File: src/design/ble_pkg.sv
`timescale 1ns / 1ps
// ----------------------------------------------------------------------------
// ble_pkg
// Command codes, result codes and controller/datapath interface types for
// the bounded list engine.
// ----------------------------------------------------------------------------
package ble_pkg;

    localparam logic [2:0] MODE_INSERT  = 3'd0;
    localparam logic [2:0] MODE_SEARCH  = 3'd1;
    localparam logic [2:0] MODE_DELETE  = 3'd2;
    localparam logic [2:0] MODE_REVERSE = 3'd3;
    localparam logic [2:0] MODE_DUMP    = 3'd4;
    localparam logic [2:0] MODE_CLEAR   = 3'd5;

    localparam logic [2:0] ST_DONE     = 3'd0;
    localparam logic [2:0] ST_FOUND    = 3'd1;
    localparam logic [2:0] ST_NOTFOUND = 3'd2;
    localparam logic [2:0] ST_DELETED  = 3'd3;
    localparam logic [2:0] ST_DELFAIL  = 3'd4;
    localparam logic [2:0] ST_FULL     = 3'd5;
    localparam logic [2:0] ST_ELEMENT  = 3'd6;
    localparam logic [2:0] ST_EMPTY    = 3'd7;

    // controller -> datapath
    typedef struct packed {
        logic       load;
        logic       idx_clr;
        logic       idx_inc;
        logic       rd;
        logic       rd_next;
        logic       wr_ins;
        logic       wr_shift;
        logic       cnt_dec;
        logic       cnt_clr;
        logic       rev_flip;
        logic       emit;
        logic       emit_elem;
        logic       emit_last;
        logic [2:0] status;
    } t_cmd;

    // datapath -> controller
    typedef struct packed {
        logic [2:0] mode;
        logic       full;
        logic       empty;
        logic       at_end;
        logic       next_end;
        logic       match;
        logic       out_free;
    } t_sts;

endpackage

File: src/design/ble_dpath.sv
`timescale 1ns / 1ps
// ----------------------------------------------------------------------------
// ble_dpath
// List storage as a circular buffer with head pointer, element count and a
// direction flag, plus the walk index, compare and the output register.
// ----------------------------------------------------------------------------
module ble_dpath
    import ble_pkg::*;
#(
    parameter int CAPACITY = 32
) (
    input  logic        i_clk,
    input  logic        i_rst_n,
    input  t_cmd        i_cmd,
    output t_sts        o_sts,
    input  logic [2:0]  i_mode,
    input  logic [31:0] i_value,
    output logic        o_tvalid,
    input  logic        i_tready,
    output logic [31:0] o_tdata,
    output logic [2:0]  o_tuser,
    output logic        o_tlast
);

    localparam int AW = (CAPACITY > 1) ? $clog2(CAPACITY) : 1;
    localparam int CW = $clog2(CAPACITY + 1);

    logic [31:0]   r_mem [CAPACITY];
    logic [2:0]    r_mode;
    logic [31:0]   r_value;
    logic [AW-1:0] r_head;
    logic [CW-1:0] r_count;
    logic          r_rev;
    logic [AW-1:0] r_idx;
    logic [31:0]   r_rdata;
    logic          r_out_valid;
    logic [31:0]   r_out_data;
    logic [2:0]    r_out_st;
    logic          r_out_last;

    logic [AW-1:0] w_idx_nx;
    logic [AW-1:0] w_rd_idx;
    logic [AW-1:0] w_rd_addr;
    logic [AW-1:0] w_sh_addr;
    logic [AW-1:0] w_head_dec;
    logic [AW-1:0] w_head_inc;
    logic [AW-1:0] w_tail_addr;
    logic [AW:0]   w_tail_sum;
    logic [AW-1:0] w_wr_addr;
    logic [31:0]   w_wr_data;
    logic          w_wr_en;
    logic [CW-1:0] w_cnt_m1;

    // logical position -> physical slot; reversed lists count from the tail
    function automatic logic [AW-1:0] f_phys(input logic [AW-1:0] idx,
                                             input logic [AW-1:0] head,
                                             input logic [CW-1:0] cnt,
                                             input logic          rev);
        logic [AW-1:0] off;
        logic [AW:0]   sum;
        off = rev ? AW'(cnt - CW'(1) - CW'(idx)) : idx;
        sum = {1'b0, off} + {1'b0, head};
        if (sum >= (AW+1)'(CAPACITY)) begin
            sum = sum - (AW+1)'(CAPACITY);
        end
        return sum[AW-1:0];
    endfunction

    assign w_idx_nx   = r_idx + AW'(1);
    assign w_rd_idx   = i_cmd.rd_next ? w_idx_nx : r_idx;
    assign w_rd_addr  = f_phys(w_rd_idx, r_head, r_count, r_rev);
    assign w_sh_addr  = f_phys(r_idx, r_head, r_count, r_rev);
    assign w_head_dec = (r_head == '0) ? AW'(CAPACITY - 1) : r_head - AW'(1);
    assign w_head_inc = (r_head == AW'(CAPACITY - 1)) ? '0 : r_head + AW'(1);
    assign w_cnt_m1   = r_count - CW'(1);

    // slot just past the physical tail, new front of a reversed list
    always_comb begin
        w_tail_sum = {1'b0, r_head} + (AW+1)'(r_count);
        if (w_tail_sum >= (AW+1)'(CAPACITY)) begin
            w_tail_sum = w_tail_sum - (AW+1)'(CAPACITY);
        end
        w_tail_addr = w_tail_sum[AW-1:0];
    end

    assign w_wr_en   = i_cmd.wr_ins | i_cmd.wr_shift;
    assign w_wr_addr = i_cmd.wr_ins ? (r_rev ? w_tail_addr : w_head_dec) : w_sh_addr;
    assign w_wr_data = i_cmd.wr_ins ? r_value : r_rdata;

    always_ff @(posedge i_clk) begin
        if (w_wr_en) begin
            r_mem[w_wr_addr] <= w_wr_data;
        end
        if (i_cmd.rd) begin
            r_rdata <= r_mem[w_rd_addr];
        end
    end

    always_ff @(posedge i_clk) begin
        if (i_cmd.load) begin
            r_mode  <= i_mode;
            r_value <= i_value;
        end
        if (i_cmd.idx_clr) begin
            r_idx <= '0;
        end else if (i_cmd.idx_inc) begin
            r_idx <= w_idx_nx;
        end
        if (i_cmd.emit) begin
            r_out_data <= i_cmd.emit_elem ? r_rdata : 32'd0;
            r_out_st   <= i_cmd.status;
            r_out_last <= i_cmd.emit_last;
        end
    end

    always_ff @(posedge i_clk) begin
        if (!i_rst_n) begin
            r_head      <= '0;
            r_count     <= '0;
            r_rev       <= 1'b0;
            r_out_valid <= 1'b0;
        end else begin
            if (i_cmd.wr_ins && !r_rev) begin
                r_head <= w_head_dec;
            end else if (i_cmd.cnt_dec && r_rev) begin
                // reversed list ends at the head slot, so dropping the tail moves it
                r_head <= w_head_inc;
            end
            if (i_cmd.cnt_clr) begin
                r_count <= '0;
            end else if (i_cmd.wr_ins) begin
                r_count <= r_count + CW'(1);
            end else if (i_cmd.cnt_dec) begin
                r_count <= w_cnt_m1;
            end
            if (i_cmd.rev_flip) begin
                r_rev <= ~r_rev;
            end
            if (i_cmd.emit) begin
                r_out_valid <= 1'b1;
            end else if (i_tready) begin
                r_out_valid <= 1'b0;
            end
        end
    end

    assign o_sts.mode     = r_mode;
    assign o_sts.full     = (r_count == CW'(CAPACITY));
    assign o_sts.empty    = (r_count == '0);
    assign o_sts.at_end   = (CW'(r_idx) == w_cnt_m1);
    assign o_sts.next_end = ((CW'(r_idx) + CW'(1)) == w_cnt_m1);
    assign o_sts.match    = (r_rdata == r_value);
    assign o_sts.out_free = ~r_out_valid | i_tready;

    assign o_tvalid = r_out_valid;
    assign o_tdata  = r_out_data;
    assign o_tuser  = r_out_st;
    assign o_tlast  = r_out_last;

endmodule

File: src/design/ble_ctrl.sv
`timescale 1ns / 1ps
// ----------------------------------------------------------------------------
// ble_ctrl
// Command sequencer: decodes each item, issues insert, reverse and clear directly,
// and steps the datapath through scan, shift-down and dump walks.
// ----------------------------------------------------------------------------
module ble_ctrl
    import ble_pkg::*;
(
    input  logic i_clk,
    input  logic i_rst_n,
    input  logic i_valid,
    output logic o_ready,
    input  t_sts i_sts,
    output t_cmd o_cmd
);

    localparam logic [3:0] S_IDLE   = 4'd0;
    localparam logic [3:0] S_DECODE = 4'd1;
    localparam logic [3:0] S_EMIT   = 4'd2;
    localparam logic [3:0] S_SRD    = 4'd3;
    localparam logic [3:0] S_SCMP   = 4'd4;
    localparam logic [3:0] S_SHRD   = 4'd5;
    localparam logic [3:0] S_SHWR   = 4'd6;
    localparam logic [3:0] S_DRD    = 4'd7;
    localparam logic [3:0] S_DEMIT  = 4'd8;

    logic [3:0] r_state;
    logic [3:0] n_state;
    logic [2:0] r_st;
    logic [2:0] n_st;

    always_comb begin
        n_state = r_state;
        n_st    = r_st;
        o_cmd   = '0;
        o_ready = 1'b0;
        case (r_state)
            S_IDLE: begin
                o_ready = 1'b1;
                if (i_valid) begin
                    o_cmd.load = 1'b1;
                    n_state    = S_DECODE;
                end
            end
            S_DECODE: begin
                n_state = S_EMIT;
                case (i_sts.mode)
                    MODE_INSERT: begin
                        if (i_sts.full) begin
                            n_st = ST_FULL;
                        end else begin
                            o_cmd.wr_ins = 1'b1;
                            n_st         = ST_DONE;
                        end
                    end
                    MODE_SEARCH, MODE_DELETE: begin
                        if (i_sts.empty) begin
                            n_st = (i_sts.mode == MODE_SEARCH) ? ST_NOTFOUND : ST_DELFAIL;
                        end else begin
                            o_cmd.idx_clr = 1'b1;
                            n_state       = S_SRD;
                        end
                    end
                    MODE_REVERSE: begin
                        o_cmd.rev_flip = 1'b1;
                        n_st           = ST_DONE;
                    end
                    MODE_DUMP: begin
                        if (i_sts.empty) begin
                            n_st = ST_EMPTY;
                        end else begin
                            o_cmd.idx_clr = 1'b1;
                            n_state       = S_DRD;
                        end
                    end
                    MODE_CLEAR: begin
                        o_cmd.cnt_clr = 1'b1;
                        n_st          = ST_DONE;
                    end
                    default: begin
                        n_state = S_IDLE;
                    end
                endcase
            end
            S_EMIT: begin
                if (i_sts.out_free) begin
                    o_cmd.emit      = 1'b1;
                    o_cmd.emit_last = 1'b1;
                    o_cmd.status    = r_st;
                    n_state         = S_IDLE;
                end
            end
            S_SRD: begin
                o_cmd.rd = 1'b1;
                n_state  = S_SCMP;
            end
            S_SCMP: begin
                if (i_sts.match) begin
                    if (i_sts.mode == MODE_SEARCH) begin
                        n_st    = ST_FOUND;
                        n_state = S_EMIT;
                    end else if (i_sts.at_end) begin
                        // match is the last element: nothing to shift
                        o_cmd.cnt_dec = 1'b1;
                        n_st          = ST_DELETED;
                        n_state       = S_EMIT;
                    end else begin
                        n_state = S_SHRD;
                    end
                end else if (i_sts.at_end) begin
                    n_st    = (i_sts.mode == MODE_SEARCH) ? ST_NOTFOUND : ST_DELFAIL;
                    n_state = S_EMIT;
                end else begin
                    o_cmd.idx_inc = 1'b1;
                    n_state       = S_SRD;
                end
            end
            S_SHRD: begin
                o_cmd.rd      = 1'b1;
                o_cmd.rd_next = 1'b1;
                n_state       = S_SHWR;
            end
            S_SHWR: begin
                // move element idx+1 down to idx
                o_cmd.wr_shift = 1'b1;
                o_cmd.idx_inc  = 1'b1;
                if (i_sts.next_end) begin
                    o_cmd.cnt_dec = 1'b1;
                    n_st          = ST_DELETED;
                    n_state       = S_EMIT;
                end else begin
                    n_state = S_SHRD;
                end
            end
            S_DRD: begin
                o_cmd.rd = 1'b1;
                n_state  = S_DEMIT;
            end
            S_DEMIT: begin
                if (i_sts.out_free) begin
                    o_cmd.emit      = 1'b1;
                    o_cmd.emit_elem = 1'b1;
                    o_cmd.emit_last = i_sts.at_end;
                    o_cmd.status    = ST_ELEMENT;
                    if (i_sts.at_end) begin
                        n_state = S_IDLE;
                    end else begin
                        o_cmd.idx_inc = 1'b1;
                        n_state       = S_DRD;
                    end
                end
            end
            default: begin
                n_state = S_IDLE;
            end
        endcase
    end

    always_ff @(posedge i_clk) begin
        if (!i_rst_n) begin
            r_state <= S_IDLE;
            r_st    <= ST_DONE;
        end else begin
            r_state <= n_state;
            r_st    <= n_st;
        end
    end

endmodule

File: src/design/bounded_list_engine_top.sv
`timescale 1ns / 1ps
// ----------------------------------------------------------------------------
// bounded_list_engine_top
// Bounded ordered list of signed 32-bit values with insert-at-front, search,
// delete-first-match, reverse, dump and clear commands.
// ----------------------------------------------------------------------------
//  channel  | direction | tdata           | tuser       | tlast
//  s (cmd)  | in        | [31:0] value    | [2:0] mode  | -
//  m (res)  | out       | [31:0] item_val | [2:0] status| last result of item
//
//  one item at a time; insert, reverse and clear go through decode, then emit
//  search and delete read, then compare each element visited (one-port memory
//  with registered read), delete adds a read and a write per element shifted
//  dump reads, then emits each element; a stalled result port holds the walk
//  reset empties the list at once, no clearing pass
// ----------------------------------------------------------------------------
module bounded_list_engine_top
    import ble_pkg::*;
#(
    parameter int CAPACITY = 32
) (
    input  logic        i_clk,
    input  logic        i_rst_n,
    input  logic        i_s_tvalid,
    output logic        o_s_tready,
    input  logic [31:0] i_s_tdata,   // [31:0] value
    input  logic [2:0]  i_s_tuser,   // [2:0] mode
    output logic        o_m_tvalid,
    input  logic        i_m_tready,
    output logic [31:0] o_m_tdata,   // [31:0] item_value
    output logic [2:0]  o_m_tuser,   // [2:0] status
    output logic        o_m_tlast
);

    t_cmd w_cmd;
    t_sts w_sts;

    ble_ctrl u_ctrl (
        .i_clk   (i_clk),
        .i_rst_n (i_rst_n),
        .i_valid (i_s_tvalid),
        .o_ready (o_s_tready),
        .i_sts   (w_sts),
        .o_cmd   (w_cmd)
    );

    ble_dpath #(
        .CAPACITY (CAPACITY)
    ) u_dpath (
        .i_clk    (i_clk),
        .i_rst_n  (i_rst_n),
        .i_cmd    (w_cmd),
        .o_sts    (w_sts),
        .i_mode   (i_s_tuser),
        .i_value  (i_s_tdata),
        .o_tvalid (o_m_tvalid),
        .i_tready (i_m_tready),
        .o_tdata  (o_m_tdata),
        .o_tuser  (o_m_tuser),
        .o_tlast  (o_m_tlast)
    );

    a_one_at_a_time: assert property (@(posedge i_clk) disable iff (!i_rst_n)
        i_s_tvalid && o_s_tready |=> !o_s_tready)
        else $error("second item taken while one is in progress");

    a_emit_free: assert property (@(posedge i_clk) disable iff (!i_rst_n)
        w_cmd.emit |-> w_sts.out_free)
        else $error("result loaded over an undelivered one");

    a_ins_room: assert property (@(posedge i_clk) disable iff (!i_rst_n)
        w_cmd.wr_ins |-> !w_sts.full)
        else $error("insert into a full list");

    a_only_dump_open: assert property (@(posedge i_clk) disable iff (!i_rst_n)
        o_m_tvalid && !o_m_tlast |-> o_m_tuser == ST_ELEMENT)
        else $error("non-final result that is not a dump element");

endmodule
File: config.mk
export PLATFORM = sky130hd
export DESIGN_NAME = bounded_list_engine_top
export DESIGN_NICKNAME = d
export VERILOG_FILES = /design/src/design/ble_pkg.sv /design/src/design/ble_dpath.sv /design/src/design/ble_ctrl.sv /design/src/design/bounded_list_engine_top.sv
export SDC_FILE = /design/constraint.sdc
export NUM_CORES = 1
export LEC_CHECK = 0
export BUFFER_PORTS_ARGS = -buffer_cell sky130_fd_sc_hd__buf_4
export CAP_MARGIN = 25
export CORE_MARGIN = 4
export CORE_UTILIZATION = 35
export DETAILED_ROUTE_END_ITERATION = 8
export PLACE_DENSITY_LB_ADDON = 0.15
export SYNTH_ARGS = -nofsm -noshare
export SYNTH_HDL_FRONTEND = slang
export SYNTH_SLANG_ARGS = --single-unit
File: constraint.sdc
create_clock -name i_clk -period 8.7 [get_ports i_clk]
set_input_delay 1.305 -clock i_clk [delete_from_list [all_inputs] [get_ports i_clk]]
set_output_delay 1.305 -clock i_clk [all_outputs]
set_load 0.01 [all_outputs]
==> results.md, run 1 <==
- Routability-driven placement finished with a final weighted congestion of 0.797.
- From left edge to right edge, the die measures 372 um.
- Once the clock tree was built, the setup fixing pass inserted 0 buffers.
- The sequential fraction of the synthesis area is 0.740.
- The total number of placement rows is 133.
- The initial antenna violation count is 5.
- The minimum setup slack after placement is 3060 ps.
- The number of buffers added on ports is 76.
- Among cell families on the critical path, the largest total delay comes from adder cells.
- The total power after layout is 13.8 mW.
- The post-route clock skew is around 44 ps.
- Of the post-synthesis cell area, the dominant cell type holds 0.729.
- The number of synthesized flops with an enable pin is 1127.
- The post-cts hold buffer count is 0.
- The slack of the critical path is around 3000 ps.
- The number of global-route vias before repair is between 20000 and 25000.
- The first global-routing pass estimated ~180000 um of wire.
- The final-layout setup total negative slack is 0 ps.
- The synthesized design contains 1152 register bits.
- Across all layers, the routed design uses 23900 vias.
- The starting density of the core is 0.353.
- The average instance area after synthesis is 19.4 um^2.
- The number of nets with antenna violations after detailed routing is 0.
- The total leakage power is 17.1 nW.
- The most numerous cell type found on the critical path is inv_1.
- Traced cell by cell, the critical path runs through and4bb_2 > xor2_1 > ha_1 > inv_1 > fa_1 > nor2_1 > a21oi_1 > inv_1 > fa_4 > buf_4 > mux4_2 > o22ai_1 > mux2_2 > a211oi_1.
- The number of standard cells after synthesis is 2389.
- In the routed design, unresolved DRC markers number 0.
- In this run the register-to-register setup slack is 3070 ps.
- The wire length per cell is 29.3 um.
- The proportion of synthesized flip-flops having asynchronous set or reset is 0.
- The floorplan step set the die height to between 300 and 400 um.
- The largest single stage delay on the critical path is ~1300 ps.
- At the pin with the least slew margin, the transition time is between 1000 and 1500 ps.
- The count of endpoints failing setup in the final report is 0.
- The classification of the worst setup path is register to register.
- The net count of the finished layout is 2622.
- The final-report max-slew violation count is 0.
- 77 I/O pins were placed.
- The smallest clock period supported by the final layout is computed as 5630 ps.
- The total clock buffers created by CTS is between 100 and 150.
- The fraction of the cycle the final worst path needs is 0.647.
- The most common flop cell mapped by yosys is edfxtp_1.
- Clock-pin slew was measured on the worst setup and hold paths at 60 ps.
- The biggest fanout along the worst timing path is 41.
- After synthesis, the netlist uses 71 different library cells.
- The first routing iteration left 2341 violations.
- In this run the cell area of the synthesized design comes to around 46000 um^2.
- The critical path contains buffers and inverters numbering 3 combined.
- The count of endpoints failing hold in the final timing report is 0.
- In the layout the commonest cells are 1127 x edfxtp_1, 256 x mux4_2, 146 x nand2_1, 146 x buf_4, 118 x clkbuf_16.
- The endpoint class of the critical path is a register.
- The detailed-placement wirelength estimate is 72100 um.
- In this run the clock root is driven by a clkbuf_16.
- The worst hold path belongs to the class register to register.
- The worst pin sits at a relative slew slack of 0.296.
- The maximum clock insertion buffer count is 3.
- The detail-routed via count per cell is around 5.4.
- On the critical path, the stage with the largest delay is an instance of fa_4.
- Ranked by total cell area, the synthesized netlist is headed by edfxtp_1 73%, mux4_2 12%, mux2_2 1.6%.
- The number of sinks driven by the clock tree is 1152.
- The tool flagged a number of max-cap violations equal to 0.
- The flow ran to the end, and the final reports show no timing, DRC or antenna violations.
- The critical path launch point type is a register.
- After routing the design area is 53700 um^2.
- The later pin in the worst-skew pair is clocked with a latency of 730 ps.
- Across every metal layer, demand over resource in global routing totals 0.186.
- The post-synthesis net count is 2462.
- The number of warning messages in the yosys log is 0.
- The power per unit of standard cell area is 257 nW/um^2.
- The area of the placeable core is about 130000 um^2.
- Entering global routing, the biggest net connects 96 pins.
- The library cell occupying the most area in the post-synthesis netlist is edfxtp_1.
- The CTS tree is done.
- The number of levels in the clock H-tree is 3.
- The instance area at placement is 49600 um^2.
- Of the cells placed in the final design, the portion with a size suffix greater than 1 is 0.268.
- In this run, post-CTS repair resized a total of 0 instances.
- The final wirelength is 129000 um.
- The area growth from synthesis to layout is 15.6%.
- For the worst setup path, the data required time is 9110 ps.
- The worst-case vdd ir drop is around 260 uV.
- Setup repair after global routing left no endpoint under its margin.
- Leaving out fill and tap cells, the most frequent cell in the layout is edfxtp_1.
- Based on the critical path, the design can be clocked at up to 0.178 GHz.
- The residual overflow from global routing is 0.
- The pre-antenna-repair detailed-routing pass consisted of 5 iterations.
- The die footprint is 139000 um^2.
- For the worst setup path, the data arrival time is 6040 ps.
[cell families after synthesis]
family,count (synthesis),share of synthesized area
flops,1152,0.740
fa+ha+maj,34,0.00997
buf+inv,150,0.0137
xor+xnor,70,0.0142
compound gates,208,0.0303
simple gates,405,0.0416
mux,370,0.151
[cells in the mapped netlist, types with 11 or more instances]
cell and count:
a211oi_1 32, a21o_1 13, a21oi_1 27, and2_1 35
buf_1 16, buf_2 20, clkbuf_1 83, dfxtp_1 25
edfxtp_1 1127, ha_1 29, inv_1 22, mux2_2 68
mux2i_1 46, mux4_2 256, nand2_1 148, nand2b_1 11
nand3_1 15, nand4_1 13, nor2_1 90, nor3_1 50
o21ai_0 27, o22ai_1 64, xnor2_1 56, xor2_1 11
[routing by layer]
metal	wire (um)	GRT usage
met1	56300	0.259
met2	63500	0.310
met3	6350	0.0272
met4	2890	0.0439
met5	0	0
[cell type report]
cell class / instances / area, um^2
Multi-Input combinational cell: 1087 / 11700
Clock inverter: 82 / 737
Clock buffer: 138 / 3030
Tap cell: 1755 / 2200
Antenna cell: 1 / 2.50
Fill cell: 11600 / 78000
Inverter: 22 / 82.6
Timing Repair Buffer: 168 / 1610
Sequential cell: 1152 / 34300
[path summary, 6_finish.rpt]
check | depth (start not counted) | from | endpoint
max | 14 | u_ctrl.r_state[1]$_SDFFE_PN0P_ | u_dpath.r_rdata[11]$_DFFE_PP_
min | 2 | u_ctrl.r_st[1]$_SDFFE_PN0P_ | u_ctrl.r_st[1]$_SDFFE_PN0P_
max reg2reg | 14 | u_ctrl.r_state[1]$_SDFFE_PN0P_ | u_dpath.r_rdata[11]$_DFFE_PP_
min reg2reg | 2 | u_ctrl.r_st[1]$_SDFFE_PN0P_ | u_ctrl.r_st[1]$_SDFFE_PN0P_
[sequential cells by signal, indices dropped and copies added (netlist names), 3 cells and up]
signal / flops
u_dpath.r_value: 32
u_ctrl.r_st: 3
u_dpath.r_idx: 5
u_dpath.r_mode: 3
u_dpath.o_tdata: 32
u_dpath.r_mem: 1024
u_dpath.r_head: 5
u_dpath.r_rdata: 32
u_ctrl.r_state: 4
u_dpath.r_count: 6
u_dpath.o_tuser: 3
[through the flow]
stage	std cells	hold WS, ps	util
6_report	4405	479	0.408
5_1_grt	4404	502	0.408
4_1_cts	4391	479	0.405
3_5_place_dp	4171	468	0.377
3_3_place_gp	4170	464	0.376
2_1_floorplan	2389	434	-
[worst register-to-register path, stage by stage (launching register included)]
cell and delay (ps):
dfxtp_1 710, and4bb_2 370, xor2_1 200, ha_1 170, inv_1 60, fa_1 550
nor2_1 50, a21oi_1 210, inv_1 90, fa_4 1330, buf_4 670, mux4_2 430
o22ai_1 210, mux2_2 230, a211oi_1 50
[report_power, final]
part,switching (mW),internal (mW),leakage (nW)
combinational,1.38,1.30,4.82
sequential,0.0413,6.13,10.4
clock,2.14,2.81,1.84
total,3.56,10.2,17.1
(Power assumes the default switching activity.)
==> inputs of run 2 (changes only) <==
==> constraint.sdc (replaced) <==
create_clock -name i_clk -period 5.6 [get_ports i_clk]
set_input_delay 0.84 -clock i_clk [delete_from_list [all_inputs] [get_ports i_clk]]
set_output_delay 0.84 -clock i_clk [all_outputs]
set_load 0.01 [all_outputs]
==> run 2 against run 1 <==
  * Worst setup slack worse by 2500 ps
  * Clock skew is 19 ps higher
  * Via count is 0.10% higher
  * Largest power group unchanged
==> results.md, run 2 (synthesis gave the netlist of run 1 again) <==
- Buffers added to address setup during post-CTS repair amount to 0.
- The power per unit of standard cell area is 401 nW/um^2.
- The share of total power dissipated in combinational logic is 0.206.
- From synthesis to final layout, the design area changed by 17.2%.
- In this run the static leakage power is 17.4 nW.
- The die footprint is 139000 um^2.
- The final layout contains 2661 nets.
- Data on the critical path arrives at its endpoint at 5450 ps.
- The number of global-route vias before repair was between 20000 and 25000.
- The global-route wire length before repair is approximately 190000 um.
- Leaving out fill and tap cells, the most frequent cell in the layout is edfxtp_1.
- In this run the clock root is driven by a clkbuf_16.
- Clock-pin slew was measured on the worst setup and hold paths at 60 ps.
- The wire length per cell is 29.4 um.
- The net switching fraction of the power is 0.257.
- The worst-case vdd ir drop is between 200 and 300 uV.
- The clock power share is 0.354.
- For this run, the top clock speed supported by timing is 0.200 GHz.
- Detailed placement finished with a half-perimeter wire length of 75500 um.
- The post-cts hold buffer count is 0.
- The repair_antennas step left the layout with diodes totalling 0.
- The top cell types in the final layout, fill and taps aside, are 1127 x edfxtp_1, 256 x mux4_2, 149 x buf_4.
- The worst stage delay on the critical path is 600 ps.
- Setup repair after global routing left no endpoint under its margin.
- Traced cell by cell, the critical path runs through and4bb_2 > xor2_1 > ha_1 > inv_1 > fa_1 > nor2_1 > a21oi_1 > inv_1 > fa_4 > xor2_1 > nand2b_4 > buf_4 > o22ai_1 > mux2_2 > a211oi_1.
- In this run the most critical hold path is launched from i_s_tdata[12].
- Global routing finished with a remaining overflow of 0.
- Summing over every cut layer, the via total after detailed routing is 24000.
- In this run the count of I/O pins placed on the die edge is 77.
- The internal power summed over all cells is roughly 16 mW.
- The CTS tree is done.
- At the worst endpoint, the required time is between 6000 and 7000 ps.
- Max-cap violations in this run came to 0.
- Of the cells placed in the final design, the portion with a size suffix greater than 1 is 0.279.
- The register with the most flip-flops in the layout has 1024 of them.
- Fill cells in the final layout number 11600.
- Entering global routing, the biggest net connects 76 pins.
- The die span in y is 372 um.
- Once placement finished, the instance area stood at 50400 um^2.
- The largest individual stage delay along the critical path comes from the cell dfxtp_1.
- The horizontal extent of the die is 372 um.
- The total global-route track usage is 0.188.
- The count of endpoints failing setup in the final report is 0.
- The detail route stage leaves a number of antenna-violating nets equal to 0.
- The count of buffers added on input and output ports is 76.
- Headroom to the max-slew limit came out at 0.287.
- The fraction of the cycle the final worst path needs is 0.894.
- The initial antenna violation count was 1.
- The detail-routed via count per cell is between 5 and 6.
- The flow ran to the end, and the final reports show no timing, DRC or antenna violations.
- The starting density of the core is 0.353.
- On the final layout, the worst clock skew is about 63 ps.
- The floorplan has 133 rows.
- The final cell area excluding filler cells is 54400 um^2.
- The first detailed-routing pass ran for 7 iterations.
- The final-report max-slew violation count was 0.
- The clock period minus worst slack is 5010 ps.
- The post-CTS resize count is 0.
- The biggest fanout along the worst timing path is 30.
- The final estimated routing congestion in global placement is 0.808.
- The area of the placeable core is roughly 130000 um^2.
- Ranked by flip-flop count, first place goes to u_dpath.r_mem.
- For this block, the initial DRC count from the detailed router was 2385.
- The classification of the worst setup path is register to register.
- For the final routed database, the setup TNS stands at 0 ps.
- For this run, design rule violations remaining after detail routing come to 0.
- The number of levels in the clock H-tree is 3.
- The number of sinks driven by the clock tree is 1152.
- The worst register-to-register path begins at u_ctrl.r_state[2]$_SDFFE_PN0P_.
- The net switching component of the power is between 5 and 6 mW.
- The area taken by multi-input logic gates is 11700 um^2.
- The slew at the pin closest to its max-slew limit is 1070 ps.
- The count of endpoints failing hold in the final timing report was 0.
- STA classifies the critical path startpoint as a register.
- The origin of the worst setup path is u_ctrl.r_state[2]$_SDFFE_PN0P_.
- The share of power burned in registers is 0.439.
- The type of the worst min-delay path is input port to register.
- STA classifies the critical path endpoint as a register.
- The final wirelength is 130000 um.
- In this run, CTS created clock tree buffers numbering 117.
- The clock network latency to the later pin of the worst-skew pair is 740 ps.
- The clock passes through at most 3 buffers.
- The sequential cells in the finished layout cover a total of 34300 um^2.
## run 2: critical path, delay by kind of cell, from the launching register on
| kind | cells | cell delay [ps] |
|---|---|---|
| fa+ha+maj | 3 | 1160 |
| mux | 1 | 240 |
| xor+xnor | 2 | 730 |
| buf+inv | 3 | 480 |
| flops | 1 | 600 |
| simple gates | 3 | 940 |
| compound gates | 3 | 610 |
## run 2: final timing paths
check	cells after the start	slack (ps)	to
worst max register to register	15	590	u_dpath.r_rdata[1]$_DFFE_PP_
worst min register to register	2	480	u_ctrl.r_st[1]$_SDFFE_PN0P_
worst max-delay path	15	590	u_dpath.r_rdata[1]$_DFFE_PP_
worst min-delay path	1	280	u_dpath.r_value[12]$_DFFE_PP_
## run 2: per-layer routing
layer  up-vias  part of all wire  track usage
li1      10100                 -            -
met1     12900              0.43        0.260
met2       736              0.49        0.311
met3       200             0.050       0.0276
met4         0             0.030       0.0560
met5         -                 0            0
## run 2: layout make-up
cell class | count | area share
Sequential cell | 1152 | 0.631
Multi-Input combinational cell | 1087 | 0.215
Clock buffer | 141 | 0.0566
Timing Repair Buffer | 208 | 0.0434
Tap cell | 1755 | 0.0404
Clock inverter | 66 | 0.0121
Inverter | 22 | 0.00152
## run 2: through the flow
| step | util | setup slack [ps] | hold WS (ps) | cells | power (mW) |
|---|---|---|---|---|---|
| floorplan | - | -433 | 434 | 2389 | 12.9 |
| global placement | 0.383 | 557 | 459 | 4212 | 14.3 |
| detailed placement | 0.383 | 518 | 475 | 4213 | 14.3 |
| CTS | 0.411 | 540 | 205 | 4420 | 22.1 |
| global route | 0.413 | 244 | 229 | 4431 | 22.7 |
| finish | 0.413 | 593 | 281 | 4431 | 21.8 |
## run 2: power by group through the flow
stage / clock network [mW] / registers (mW) / logic (mW)
3_3_place_gp: 0 / 9.76 / 4.57
6_report: 7.73 / 9.58 / 4.50
3_5_place_dp: 0 / 9.76 / 4.57
5_1_grt: 8.25 / 9.58 / 4.84
4_1_cts: 7.92 / 9.58 / 4.58
2_1_floorplan: 0 / 9.73 / 3.14
